[config.mk]
export PLATFORM = sky130hd
export DESIGN_NAME = nat_probe_peer_scheduler
export DESIGN_NICKNAME = d
export VERILOG_FILES = /design/src/hw/rtl/npps_pkg.sv /design/src/hw/rtl/nat_probe_peer_scheduler.sv
export VERILOG_INCLUDE_DIRS = /design/src /design/src/hw/rtl
export SDC_FILE = /design/constraint.sdc
export NUM_CORES = 2
export LEC_CHECK = 0
export BUFFER_PORTS_ARGS = -buffer_cell sky130_fd_sc_hd__buf_4
export CAP_MARGIN = 20
export CELL_PAD_IN_SITES_DETAIL_PLACEMENT = 0
export CELL_PAD_IN_SITES_GLOBAL_PLACEMENT = 1
export CORE_MARGIN = 5
export CORE_UTILIZATION = 56
export CTS_CLUSTER_DIAMETER = 30
export DETAILED_ROUTE_END_ITERATION = 6
export HOLD_SLACK_MARGIN = 0.1
export PLACE_DENSITY_LB_ADDON = 0.3
export SLEW_MARGIN = 20
export SYNTH_ARGS = -nofsm -noshare
export SYNTH_HDL_FRONTEND = slang
export SYNTH_SLANG_ARGS = --single-unit
[constraint.sdc]
create_clock -name aclk -period 22.8 [get_ports aclk]
set_clock_uncertainty 0.15 [all_clocks]
set_input_delay 2.28 -clock aclk [delete_from_list [all_inputs] [get_ports aclk]]
set_output_delay 2.28 -clock aclk [all_outputs]
set_load 0.005 [all_outputs]
[src/hw/rtl/nat_probe_peer_scheduler_assert.svh]
// assertion macros for the probe peer scheduler
`ifndef NAT_PROBE_PEER_SCHEDULER_ASSERT_SVH
`define NAT_PROBE_PEER_SCHEDULER_ASSERT_SVH

// condition implies consequence in the same cycle
`define NPPS_ASSERT_NOW(lbl, pre, post) \
    lbl: assert property (@(posedge aclk) disable iff (!aresetn) (pre) |-> (post)) \
        else $error("npps assertion failed");

// condition implies consequence in the next cycle
`define NPPS_ASSERT_NEXT(lbl, pre, post) \
    lbl: assert property (@(posedge aclk) disable iff (!aresetn) (pre) |=> (post)) \
        else $error("npps assertion failed");

`endif

[src/hw/rtl/npps_pkg.sv]
// package with constants and types of the probe peer scheduler
`default_nettype none
package npps_pkg;
    localparam int DEF_PEER_SLOTS     = 16;
    localparam int DEF_RATE_FRAC_BITS = 16;

    localparam logic [1:0] OP_TICK     = 2'd0;
    localparam logic [1:0] OP_ADD      = 2'd1;
    localparam logic [1:0] OP_RESPONSE = 2'd2;
    localparam logic [1:0] OP_NOP      = 2'd3;

    localparam logic [2:0]  MAX_FAILS     = 3'd3;
    localparam logic [2:0]  FAIL_SAT      = 3'd7;
    localparam logic [31:0] SEND_GAP      = 32'd5;
    localparam logic [15:0] PERIOD_RESET  = 16'd15;
    localparam logic [4:0]  MIN_PEERS     = 5'd5;

    typedef struct packed {
        logic [31:0] addr;
        logic [15:0] port;
        logic [31:0] refl_addr;
        logic [15:0] refl_port;
        logic        refl_public;
        logic [2:0]  fails;
        logic [31:0] last_send;
        logic        answered;
    } entry_t;
endpackage
`default_nettype wire

[src/hw/rtl/nat_probe_peer_scheduler.sv]
// probe peer scheduler: peer ring, probe choice and external address tracking
//
//  channel  dir  handshake          contents
//  s_       in   s_valid/s_ready    operation, time, peer, reflected address
//  m_       out  m_valid/m_ready    probe choice, add flags, external view, count
//  apb      in   psel/penable       target_period at byte address 0
//
// one item at a time; the ring sits in a memory with one read and one write port
// a tick first checks whether a probe is due once an address is known, then walks the ring
// entries when one is due or no address is known yet; the rate decays when a peer is chosen
// add searches the entries; response searches them, then checks entries for the external address
// ready again in the cycle after the result is loaded; a result not yet taken holds the block
// reset is synchronous; the memory needs no clearing, entries are only read once written
`default_nettype none
`include "nat_probe_peer_scheduler_assert.svh"
module nat_probe_peer_scheduler #(
    parameter int PEER_SLOTS     = npps_pkg::DEF_PEER_SLOTS,
    parameter int RATE_FRAC_BITS = npps_pkg::DEF_RATE_FRAC_BITS
) (
    input  wire logic        aclk,
    input  wire logic        aresetn,
    input  wire logic        s_valid,
    output logic             s_ready,
    input  wire logic [1:0]  s_operation,
    input  wire logic [31:0] s_now_seconds,
    input  wire logic [31:0] s_peer_addr,
    input  wire logic [15:0] s_peer_port,
    input  wire logic [31:0] s_reflected_addr,
    input  wire logic [15:0] s_reflected_port,
    input  wire logic        s_reflected_public,
    output logic             m_valid,
    input  wire logic        m_ready,
    output logic             m_probe_send,
    output logic [31:0]      m_probe_addr,
    output logic [15:0]      m_probe_port,
    output logic             m_peer_added,
    output logic             m_table_full,
    output logic             m_ext_valid,
    output logic             m_ext_stable,
    output logic [31:0]      m_ext_addr_out,
    output logic [15:0]      m_ext_port_out,
    output logic [4:0]       m_peer_count,
    output logic             m_need_peers,
    input  wire logic        psel,
    input  wire logic        penable,
    input  wire logic        pwrite,
    input  wire logic [2:0]  paddr,
    input  wire logic [31:0] pwdata,
    output logic [31:0]      prdata,
    output logic             pready
);
    localparam int IW  = (PEER_SLOTS > 1) ? $clog2(PEER_SLOTS) : 1;
    localparam int CW  = $clog2(PEER_SLOTS + 1);
    localparam int SW  = CW + 1;
    localparam int RW  = RATE_FRAC_BITS + 1;
    localparam int MBW = (RATE_FRAC_BITS > 16) ? RATE_FRAC_BITS : 16;
    localparam int PW  = RW + 1 + MBW;
    localparam logic [RW:0] RATE_ONE = (RW + 1)'(1) << RATE_FRAC_BITS;
    localparam longint RATE_FACTOR_I = (9 * (64'd1 << RATE_FRAC_BITS) + 5) / 10;
    localparam logic [MBW-1:0] RATE_FACTOR = MBW'(RATE_FACTOR_I);
    localparam logic [RW:0] RATE_GAIN = RATE_ONE - (RW + 1)'(RATE_FACTOR_I);

    localparam logic [3:0] S_IDLE    = 4'd0;
    localparam logic [3:0] S_DECODE  = 4'd1;
    localparam logic [3:0] S_DUE_MUL = 4'd2;
    localparam logic [3:0] S_DUE_CMP = 4'd3;
    localparam logic [3:0] S_WRD     = 4'd4;
    localparam logic [3:0] S_WEV     = 4'd5;
    localparam logic [3:0] S_DECAY   = 4'd6;
    localparam logic [3:0] S_SRD     = 4'd7;
    localparam logic [3:0] S_SEV     = 4'd8;
    localparam logic [3:0] S_RESP    = 4'd9;
    localparam logic [3:0] S_XRD     = 4'd10;
    localparam logic [3:0] S_XEV     = 4'd11;
    localparam logic [3:0] S_DONE    = 4'd12;

    function automatic logic [IW-1:0] slot_at(input logic [IW-1:0] h, input logic [CW-1:0] k);
        logic [SW-1:0] s;
        s = SW'(h) + SW'(k);
        if (s >= SW'(PEER_SLOTS)) s = s - SW'(PEER_SLOTS);
        return s[IW-1:0];
    endfunction

    function automatic logic [IW-1:0] inc_head(input logic [IW-1:0] h);
        if (h == IW'(PEER_SLOTS - 1)) return '0;
        return h + IW'(1);
    endfunction

    npps_pkg::entry_t mem [PEER_SLOTS];
    npps_pkg::entry_t rd_data_reg;
    npps_pkg::entry_t wr_data;
    npps_pkg::entry_t e;
    logic [IW-1:0] rd_addr, wr_addr;
    logic          wr_en;

    logic [3:0]    state_reg, state_next;
    logic [IW-1:0] head_reg, head_next;
    logic [CW-1:0] count_reg, count_next;
    logic [CW-1:0] k_reg, k_next;
    logic [RW-1:0] rate_reg, rate_next;
    logic [31:0]   lrt_reg, lrt_next;
    logic          known_reg, known_next;
    logic          stable_reg, stable_next;
    logic [31:0]   kaddr_reg, kaddr_next;
    logic [15:0]   kport_reg, kport_next;
    logic [31:0]   ktime_reg, ktime_next;
    logic [15:0]   period_reg;
    logic [1:0]    op_reg;
    logic [31:0]   now_reg, paddr_reg, raddr_reg;
    logic [15:0]   pport_reg, rport_reg;
    logic          rpub_reg;
    logic          hit_reg, hit_next;
    logic [31:0]   p1addr_reg, p1addr_next;
    logic [15:0]   p1port_reg, p1port_next;
    logic [PW-1:0] prod_reg, prod_next;
    logic          res_send_reg, res_send_next;
    logic [31:0]   res_addr_reg, res_addr_next;
    logic [15:0]   res_port_reg, res_port_next;
    logic          res_added_reg, res_added_next;
    logic          res_full_reg, res_full_next;
    logic          m_valid_reg;
    logic          m_probe_send_reg, m_peer_added_reg, m_table_full_reg;
    logic          m_ext_valid_reg, m_ext_stable_reg, m_need_peers_reg;
    logic [31:0]   m_probe_addr_reg, m_ext_ip_reg;
    logic [15:0]   m_probe_port_reg, m_ext_port_reg;
    logic [4:0]    m_peer_count_reg;
    logic          out_load;

    logic [RW:0]     mul_a;
    logic [MBW-1:0]  mul_b;
    logic [32:0]     due_time;
    logic            match;
    logic [CW-1:0]   k_inc;
    logic [31:0]     age;
    logic signed [32:0] age_x, two_t;
    logic [RW:0]     rate_sum;
    logic [31:0]     k_age;
    logic            ext_ok;
    logic signed [32:0] kage_x;

    logic s_acc;
    assign s_acc = s_valid && s_ready;
    assign s_ready = (state_reg == S_IDLE);
    assign pready = 1'b1;
    assign prdata = paddr[2] ? 32'd0 : {16'd0, period_reg};

    assign e       = rd_data_reg;
    assign match   = (e.addr == paddr_reg) && (e.port == pport_reg);
    assign k_inc   = k_reg + CW'(1);
    assign age     = now_reg - e.last_send;
    assign age_x   = {age[31], age};
    assign two_t   = {16'd0, period_reg, 1'b0};
    assign k_age   = now_reg - ktime_reg;
    assign kage_x  = {k_age[31], k_age};
    assign ext_ok  = known_reg && !(kage_x > two_t);
    assign due_time = {1'b0, lrt_reg} + 33'(prod_reg >> (RATE_FRAC_BITS + 1));
    assign rate_sum = {1'b0, rate_reg} + RATE_GAIN;
    assign out_load = (state_reg == S_DONE) && (!m_valid_reg || m_ready);

    always_comb begin
        if (state_reg == S_DECAY) begin
            mul_a = {1'b0, rate_reg};
            mul_b = RATE_FACTOR;
        end else begin
            mul_a = RATE_ONE + (RW + 1)'(rate_reg);
            mul_b = MBW'(period_reg);
        end
    end

    always_comb begin
        state_next    = state_reg;
        head_next     = head_reg;
        count_next    = count_reg;
        k_next        = k_reg;
        rate_next     = rate_reg;
        lrt_next      = lrt_reg;
        known_next    = known_reg;
        stable_next   = stable_reg;
        kaddr_next    = kaddr_reg;
        kport_next    = kport_reg;
        ktime_next    = ktime_reg;
        hit_next      = hit_reg;
        p1addr_next   = p1addr_reg;
        p1port_next   = p1port_reg;
        prod_next     = prod_reg;
        res_send_next = res_send_reg;
        res_addr_next = res_addr_reg;
        res_port_next = res_port_reg;
        res_added_next = res_added_reg;
        res_full_next = res_full_reg;
        rd_addr       = head_reg;
        wr_en         = 1'b0;
        wr_addr       = slot_at(head_reg, count_reg);
        wr_data       = e;
        case (state_reg)
            S_IDLE: begin
                if (s_acc) begin
                    state_next     = S_DECODE;
                    k_next         = '0;
                    hit_next       = 1'b0;
                    res_send_next  = 1'b0;
                    res_addr_next  = '0;
                    res_port_next  = '0;
                    res_added_next = 1'b0;
                    res_full_next  = 1'b0;
                end
            end
            S_DECODE: begin
                case (op_reg)
                    npps_pkg::OP_TICK: begin
                        if (period_reg == '0) state_next = S_DONE;
                        else if (known_reg) state_next = S_DUE_MUL;
                        else if (count_reg == '0) state_next = S_DONE;
                        else state_next = S_WRD;
                    end
                    npps_pkg::OP_ADD: begin
                        if (period_reg == '0) state_next = S_DONE;
                        else if (count_reg == '0) begin
                            wr_en = 1'b1;
                            wr_data = '{addr: paddr_reg, port: pport_reg, default: '0};
                            count_next = count_reg + CW'(1);
                            res_added_next = 1'b1;
                            state_next = S_DONE;
                        end else state_next = S_SRD;
                    end
                    npps_pkg::OP_RESPONSE: begin
                        state_next = (count_reg == '0) ? S_RESP : S_SRD;
                    end
                    default: state_next = S_DONE;
                endcase
            end
            S_DUE_MUL: begin
                prod_next  = PW'(mul_a * mul_b);
                state_next = S_DUE_CMP;
            end
            S_DUE_CMP: begin
                if ({1'b0, now_reg} >= due_time && count_reg != '0) state_next = S_WRD;
                else state_next = S_DONE;
            end
            S_WRD: begin
                rd_addr    = head_reg;
                state_next = S_WEV;
            end
            S_WEV: begin
                head_next = inc_head(head_reg);
                k_next    = k_inc;
                if (e.fails > npps_pkg::MAX_FAILS) begin
                    count_next = count_reg - CW'(1);
                    state_next = (k_inc < count_reg - CW'(1)) ? S_WRD : S_DONE;
                end else if ($signed(age) < $signed(npps_pkg::SEND_GAP)) begin
                    wr_en = 1'b1;
                    state_next = (k_inc < count_reg) ? S_WRD : S_DONE;
                end else begin
                    wr_en = 1'b1;
                    if (e.fails < npps_pkg::FAIL_SAT) wr_data.fails = e.fails + 3'd1;
                    wr_data.last_send = now_reg;
                    res_send_next = 1'b1;
                    res_addr_next = e.addr;
                    res_port_next = e.port;
                    state_next    = S_DECAY;
                end
            end
            S_DECAY: begin
                rate_next  = RW'(PW'(mul_a * mul_b) >> RATE_FRAC_BITS);
                state_next = S_DONE;
            end
            S_SRD: begin
                rd_addr    = slot_at(head_reg, k_reg);
                state_next = S_SEV;
            end
            S_SEV: begin
                k_next = k_inc;
                if (match) begin
                    if (op_reg == npps_pkg::OP_RESPONSE) begin
                        wr_en   = 1'b1;
                        wr_addr = slot_at(head_reg, k_reg);
                        wr_data.fails       = '0;
                        wr_data.refl_addr   = raddr_reg;
                        wr_data.refl_port   = rport_reg;
                        wr_data.refl_public = rpub_reg;
                        wr_data.answered    = 1'b1;
                        state_next = S_RESP;
                    end else state_next = S_DONE;
                end else if (k_inc < count_reg) begin
                    state_next = S_SRD;
                end else if (op_reg == npps_pkg::OP_RESPONSE) begin
                    state_next = S_RESP;
                end else if (count_reg >= CW'(PEER_SLOTS)) begin
                    res_full_next = 1'b1;
                    state_next = S_DONE;
                end else begin
                    wr_en = 1'b1;
                    wr_data = '{addr: paddr_reg, port: pport_reg, default: '0};
                    count_next = count_reg + CW'(1);
                    res_added_next = 1'b1;
                    state_next = S_DONE;
                end
            end
            S_RESP: begin
                rate_next  = (rate_sum > RATE_ONE) ? RW'(RATE_ONE) : RW'(rate_sum);
                lrt_next   = now_reg;
                k_next     = count_reg;
                hit_next   = 1'b0;
                state_next = (count_reg == '0) ? S_DONE : S_XRD;
            end
            S_XRD: begin
                rd_addr    = slot_at(head_reg, k_reg - CW'(1));
                state_next = S_XEV;
            end
            S_XEV: begin
                k_next = k_reg - CW'(1);
                state_next = (k_reg == CW'(1)) ? S_DONE : S_XRD;
                if (e.answered && e.refl_public && e.fails == '0 && age_x < two_t) begin
                    if (!hit_reg) begin
                        hit_next    = 1'b1;
                        p1addr_next = e.refl_addr;
                        p1port_next = e.refl_port;
                    end else begin
                        known_next  = 1'b1;
                        stable_next = (e.refl_addr == p1addr_reg) && (e.refl_port == p1port_reg);
                        kaddr_next  = p1addr_reg;
                        kport_next  = p1port_reg;
                        ktime_next  = now_reg;
                        state_next  = S_DONE;
                    end
                end
            end
            S_DONE: begin
                if (out_load) state_next = S_IDLE;
            end
            default: state_next = S_IDLE;
        endcase
    end

    always_ff @(posedge aclk) begin
        if (wr_en) mem[wr_addr] <= wr_data;
        rd_data_reg <= mem[rd_addr];
    end

    always_ff @(posedge aclk) begin
        if (!aresetn) begin
            state_reg   <= S_IDLE;
            head_reg    <= '0;
            count_reg   <= '0;
            rate_reg    <= '0;
            lrt_reg     <= '0;
            known_reg   <= 1'b0;
            stable_reg  <= 1'b0;
            kaddr_reg   <= '0;
            kport_reg   <= '0;
            ktime_reg   <= '0;
            period_reg  <= npps_pkg::PERIOD_RESET;
            m_valid_reg <= 1'b0;
        end else begin
            state_reg  <= state_next;
            head_reg   <= head_next;
            count_reg  <= count_next;
            rate_reg   <= rate_next;
            lrt_reg    <= lrt_next;
            known_reg  <= known_next;
            stable_reg <= stable_next;
            kaddr_reg  <= kaddr_next;
            kport_reg  <= kport_next;
            ktime_reg  <= ktime_next;
            if (psel && penable && pwrite && !paddr[2]) period_reg <= pwdata[15:0];
            if (out_load) m_valid_reg <= 1'b1;
            else if (m_ready) m_valid_reg <= 1'b0;
        end
    end

    always_ff @(posedge aclk) begin
        if (s_acc) begin
            op_reg    <= s_operation;
            now_reg   <= s_now_seconds;
            paddr_reg <= s_peer_addr;
            pport_reg <= s_peer_port;
            raddr_reg <= s_reflected_addr;
            rport_reg <= s_reflected_port;
            rpub_reg  <= s_reflected_public;
        end
        k_reg         <= k_next;
        hit_reg       <= hit_next;
        p1addr_reg    <= p1addr_next;
        p1port_reg    <= p1port_next;
        prod_reg      <= prod_next;
        res_send_reg  <= res_send_next;
        res_addr_reg  <= res_addr_next;
        res_port_reg  <= res_port_next;
        res_added_reg <= res_added_next;
        res_full_reg  <= res_full_next;
        if (out_load) begin
            m_probe_send_reg <= res_send_reg;
            m_probe_addr_reg <= res_addr_reg;
            m_probe_port_reg <= res_port_reg;
            m_peer_added_reg <= res_added_reg;
            m_table_full_reg <= res_full_reg;
            m_ext_valid_reg  <= ext_ok;
            m_ext_stable_reg <= ext_ok && stable_reg;
            m_ext_ip_reg     <= ext_ok ? kaddr_reg : 32'd0;
            m_ext_port_reg   <= ext_ok ? kport_reg : 16'd0;
            m_peer_count_reg <= 5'(count_reg);
            m_need_peers_reg <= (SW'(count_reg) < SW'(npps_pkg::MIN_PEERS));
        end
    end

    assign m_valid        = m_valid_reg;
    assign m_probe_send   = m_probe_send_reg;
    assign m_probe_addr   = m_probe_addr_reg;
    assign m_probe_port   = m_probe_port_reg;
    assign m_peer_added   = m_peer_added_reg;
    assign m_table_full   = m_table_full_reg;
    assign m_ext_valid    = m_ext_valid_reg;
    assign m_ext_stable   = m_ext_stable_reg;
    assign m_ext_addr_out = m_ext_ip_reg;
    assign m_ext_port_out = m_ext_port_reg;
    assign m_peer_count   = m_peer_count_reg;
    assign m_need_peers   = m_need_peers_reg;

    `NPPS_ASSERT_NOW(a_count_bound, 1'b1, count_reg <= CW'(PEER_SLOTS))
    `NPPS_ASSERT_NOW(a_rate_bound, 1'b1, {1'b0, rate_reg} <= RATE_ONE)
    `NPPS_ASSERT_NOW(a_stable_known, stable_reg, known_reg)
    `NPPS_ASSERT_NEXT(a_load_valid, out_load, m_valid_reg && state_reg == S_IDLE)
endmodule
`default_nettype wire
==> metrics.txt <==
# TYPE chip_impl_metric gauge
chip_impl_info{name="run_status",value="finished, violations left"} 1
chip_impl_info{name="violations",value="design-rule violations"} 1
chip_impl_metric{name="hold_buffers",unit=""} 0
chip_impl_metric{name="irDropWorstVdd",unit="mV"} 0.1078
chip_impl_metric{name="leakage",unit="nW"} 51.71
chip_impl_metric{name="finalSetupViolCount",unit=""} 0
chip_impl_metric{name="max_clock_freq",unit="GHz"} 0.1084
chip_impl_metric{name="final.setup.worst_slack",unit="ps"} 13570
chip_impl_metric{name="syn-instance-count",unit=""} 9578
chip_impl_metric{name="cell_internal_pwr",unit="mW"} 12.71
chip_impl_metric{name="setup-tns-final",unit="ps"} 0
chip_impl_metric{name="initial_antenna_violation_count",unit=""} 12
chip_impl_info{name="synthFlopType",value="sky130_fd_sc_hd__edfxtp_1"} 1
chip_impl_metric{name="grt_pass1_wl",unit="um"} 491000
chip_impl_metric{name="p_sw",unit="mW"} 5.274
chip_impl_metric{name="ctsLongestPathBuffers",unit=""} 4
chip_impl_metric{name="clock_sinks",unit=""} 2782
chip_impl_metric{name="placedInstanceArea",unit="sq mm"} 0.1287
chip_impl_metric{name="power.share.switching",unit=""} 0.2933
chip_impl_metric{name="via_density_per_instance",unit=""} 6.088
chip_impl_metric{name="dpl.cell_count",unit=""} 12342
chip_impl_metric{name="drt-wirelength-per-cell",unit="um"} 24.85
chip_impl_metric{name="p_per_area",unit="mW/mm^2"} 124.0
chip_impl_info{name="max_flop_register",value="mem"} 1
chip_impl_metric{name="ys_ff_latch",unit=""} 2782
chip_impl_info{name="crit_path_end_kind",value="flop"} 1
chip_impl_metric{name="clock_insertion_delay_at_the_later_pin_of_the_skew_report",unit="ps"} 1010
chip_impl_metric{name="core_region_area",unit="sq mm"} 0.2199
chip_impl_metric{name="yosysWarningCount",unit=""} 0
chip_impl_metric{name="total_number_of_nets_in_the_final_design",unit=""} 10546
chip_impl_metric{name="areaGrowthSynthToFinish",unit="%"} 17.10
chip_impl_metric{name="fp-row-count",unit=""} 172
chip_impl_info{name="clock-root-buffer",value="sky130_fd_sc_hd__clkbuf_16"} 1
chip_impl_metric{name="power_frac_comb",unit=""} 0.200
chip_impl_metric{name="final-hold-violation-count",unit=""} 0
chip_impl_info{name="rsz0062_at_grt",value="false"} 1
chip_impl_metric{name="initial_core_utilization",unit=""} 0.5632
chip_impl_metric{name="final_design_area_no_fill",unit="sq mm"} 0.1451
chip_impl_metric{name="pin_count_of_the_biggest_net_entering_global_routing",unit=""} 231
chip_impl_metric{name="avgSynthCellArea",unit="sq um"} 12.93
chip_impl_metric{name="hold-worst-slack",unit="ps"} 240.0
chip_impl_metric{name="slew_headroom",unit=""} 0.1521
chip_impl_metric{name="drt-initial-drc-count",unit=""} 8529
chip_impl_metric{name="total_routed_length",unit="um"} 329100
chip_impl_metric{name="worstMarginPinSlew",unit="ps"} 1272
chip_impl_metric{name="final_cell_count_without_fillers",unit=""} 13242
chip_impl_metric{name="timing.final.crit_share",unit=""} 0.4047
chip_impl_metric{name="first_global_vias",unit=""} 79449
chip_impl_metric{name="port_buffers",unit=""} 279
chip_impl_metric{name="slew_viol_final",unit=""} 0
chip_impl_metric{name="cts.repair.resized",unit=""} 0
chip_impl_metric{name="placer_congestion_estimate",unit=""} 0.8941
chip_impl_metric{name="final_core_util",unit=""} 0.6595
chip_impl_metric{name="worstPathRequired",unit="ps"} 23420
chip_impl_info{name="leading_cell_type_in_the_layout_fill_and_taps_excluded",value="sky130_fd_sc_hd__edfxtp_1"} 1
chip_impl_info{name="layout.cells.most_common_list",value="2488 x sky130_fd_sc_hd__edfxtp_1, 1596 x sky130_fd_sc_hd__nand2_1, 686 x sky130_fd_sc_hd__a211oi_1, 677 x sky130_fd_sc_hd__and2_1, 490 x sky130_fd_sc_hd__clkbuf_16"} 1
chip_impl_info{name="timing.hold.worst.class",value="flop to flop"} 1
chip_impl_metric{name="post_cts.repair.setup_buffers",unit=""} 0
chip_impl_metric{name="sequentialPowerShare",unit=""} 0.406
chip_impl_metric{name="via_count",unit=""} 80615
chip_impl_metric{name="grtUsageTotal",unit=""} 0.2798
chip_impl_metric{name="synthArstFlopShare",unit=""} 0
chip_impl_metric{name="flip_flop_count_of_the_largest_register_all_copies_and_words_added",unit=""} 2128
chip_impl_metric{name="arrival",unit="ps"} 9850
chip_impl_metric{name="clkPwrFrac",unit=""} 0.394
chip_impl_metric{name="layout.filler_cells",unit=""} 15451
chip_impl_metric{name="clock_tree.htree_level_count",unit=""} 5
chip_impl_metric{name="post_route_cells_drive_above_1_share",unit=""} 0.1285
chip_impl_metric{name="chipHeight",unit="um"} 480.3
chip_impl_metric{name="synth-edff-count",unit=""} 2488
chip_impl_metric{name="firstDrtPassIters",unit=""} 7
chip_impl_metric{name="ys_seq_area_frac",unit=""} 0.6506
chip_impl_metric{name="detail-route-antenna-nets",unit=""} 0
chip_impl_metric{name="design.portCount",unit=""} 315
chip_impl_info{name="cts_tree",value="yes"} 1
chip_impl_metric{name="clkSlewWorstSetupHoldPaths",unit="ps"} 50
chip_impl_metric{name="dp_worst_setup_slack",unit="ps"} 13720
chip_impl_metric{name="drc_violations",unit=""} 2
chip_impl_metric{name="timing.final.crit_period",unit="ps"} 9227
chip_impl_metric{name="max_cap_viols",unit=""} 0
chip_impl_metric{name="total_standard_cell_area_after_synthesis",unit="sq mm"} 0.1239
chip_impl_metric{name="critical_path.max_fanout",unit=""} 43
chip_impl_info{name="critical_path.startpoint_type",value="flop"} 1
chip_impl_metric{name="die_area",unit="sq mm"} 0.2307
chip_impl_metric{name="grt-ovfl-total",unit=""} 0
chip_impl_metric{name="die_w",unit="um"} 480.3
chip_impl_metric{name="cts_made_buffers",unit=""} 485
chip_impl_metric{name="dp_hpwl",unit="um"} 180400
chip_impl_metric{name="synth.lib_cells_used.distinct",unit=""} 93
chip_impl_metric{name="design_power_total",unit="mW"} 17.98
chip_impl_info{name="critical_path_class",value="flop to flop"} 1
## cell usage after synthesis, drive strengths merged, types with 12 or more instances
| master | instances | area share |
|---|---|---|
| edfxtp | 2488 | 0.60 |
| nand2 | 1597 | 0.048 |
| a211oi | 687 | 0.042 |
| and2 | 677 | 0.034 |
| clkbuf | 573 | 0.017 |
| a21oi | 403 | 0.016 |
| inv | 379 | 0.011 |
| dfxtp | 294 | 0.048 |
| a31oi | 286 | 0.015 |
| ha | 274 | 0.028 |
| a311oi | 268 | 0.019 |
| fa | 227 | 0.037 |
| nor2 | 169 | 0.0051 |
| xnor2 | 116 | 0.0082 |
| o21ai | 106 | 0.0043 |
| mux2i | 89 | 0.0072 |
| xor2 | 88 | 0.0062 |
| a22o | 80 | 0.0057 |
| nor2b | 80 | 0.0040 |
| a21o | 67 | 0.0041 |
| buf | 60 | 0.0032 |
| nand3 | 58 | 0.0024 |
| a21boi | 56 | 0.0034 |
| mux2 | 52 | 0.0047 |
| nor3 | 51 | 0.0021 |
| nand4 | 42 | 0.0021 |
| and3 | 35 | 0.0018 |
| nor4 | 30 | 0.0016 |
| o21a | 29 | 0.0018 |
| o211ai | 27 | 0.0016 |
| nand2b | 24 | 0.0012 |
| o21bai | 12 | 0.00073 |
## final timing paths
check | cells past startpoint | end | slack [ps] | startpoint
hold reg to reg | 0 | m_probe_addr[4] | 240 | res_addr_reg[4]
setup / recovery | 26 | rate_reg[16] | 13570 | state_reg[1]
setup reg to reg | 26 | rate_reg[16] | 13570 | state_reg[1]
hold / removal | 0 | m_probe_addr[4] | 240 | res_addr_reg[4]
## per-layer routing
metal	vias up	track usage	wire length, um	part of all wire
met5	-	0	11	0.000033
met4	2	0.09517	10980	0.033
met3	649	0.04722	27190	0.083
met2	3445	0.4420	153400	0.47
met1	40363	0.3984	137500	0.42
li1	36156	-	-	-
## cells by family (layout without fill, tap and decap cells)
group / count (synthesis) / count (layout) / synth area share
other cells: 2 / 24 / 0.00006063
buf+inv: 1014 / 1698 / 0.03209
mux: 141 / 141 / 0.01192
flops: 2782 / 2782 / 0.6506
fa+ha+maj: 502 / 502 / 0.06444
compound gates: 2126 / 2126 / 0.1208
simple gates: 2807 / 2807 / 0.1056
xor+xnor: 204 / 204 / 0.01442
## final cells by class
cell class / instances / area [sq um] / area share
Sequential cell: 2782 / 80600 / 0.5556
Multi-Input combinational cell: 5797 / 39650 / 0.2734
Clock buffer: 597 / 12990 / 0.08958
Tap cell: 2958 / 3701 / 0.02551
Timing Repair Buffer: 425 / 3363 / 0.02319
Clock inverter: 295 / 3293 / 0.02270
Inverter: 381 / 1438 / 0.009911
Antenna cell: 7 / 17.52 / 0.0001208
## critical path, stage by stage, from the launching register on
cell	delay [ps]
sky130_fd_sc_hd__dfxtp_1	690
sky130_fd_sc_hd__nor4bb_4	390
sky130_fd_sc_hd__buf_4	540
sky130_fd_sc_hd__inv_1	80
sky130_fd_sc_hd__buf_4	320
sky130_fd_sc_hd__ha_1	850
sky130_fd_sc_hd__nand2_1	180
sky130_fd_sc_hd__fa_1	550
sky130_fd_sc_hd__fa_1	540
sky130_fd_sc_hd__inv_1	50
sky130_fd_sc_hd__fa_1	480
sky130_fd_sc_hd__fa_1	510
sky130_fd_sc_hd__fa_1	490
sky130_fd_sc_hd__inv_1	50
sky130_fd_sc_hd__fa_1	480
sky130_fd_sc_hd__inv_1	50
sky130_fd_sc_hd__ha_1	320
sky130_fd_sc_hd__a21oi_1	250
sky130_fd_sc_hd__o211ai_1	190
sky130_fd_sc_hd__a21oi_1	350
sky130_fd_sc_hd__a21oi_1	180
sky130_fd_sc_hd__o31ai_1	490
sky130_fd_sc_hd__o211ai_1	200
sky130_fd_sc_hd__nand3_1	140
sky130_fd_sc_hd__a2bb2oi_1	220
sky130_fd_sc_hd__a21oi_1	90
sky130_fd_sc_hd__o21a_1	190
## power groups by stage
| stage | clock network (mW) | registers (mW) | logic (mW) |
|---|---|---|---|
| 6_report | 7.09 | 7.30 | 3.59 |
| 5_1_grt | 7.42 | 7.33 | 3.93 |
| 4_1_cts | 7.16 | 7.29 | 3.55 |
| 3_5_place_dp | 0 | 7.38 | 3.52 |
| 3_3_place_gp | 0 | 7.37 | 3.39 |
| 2_1_floorplan | 0 | 7.22 | 2.45 |
Power figures use the tool's default switching activity.
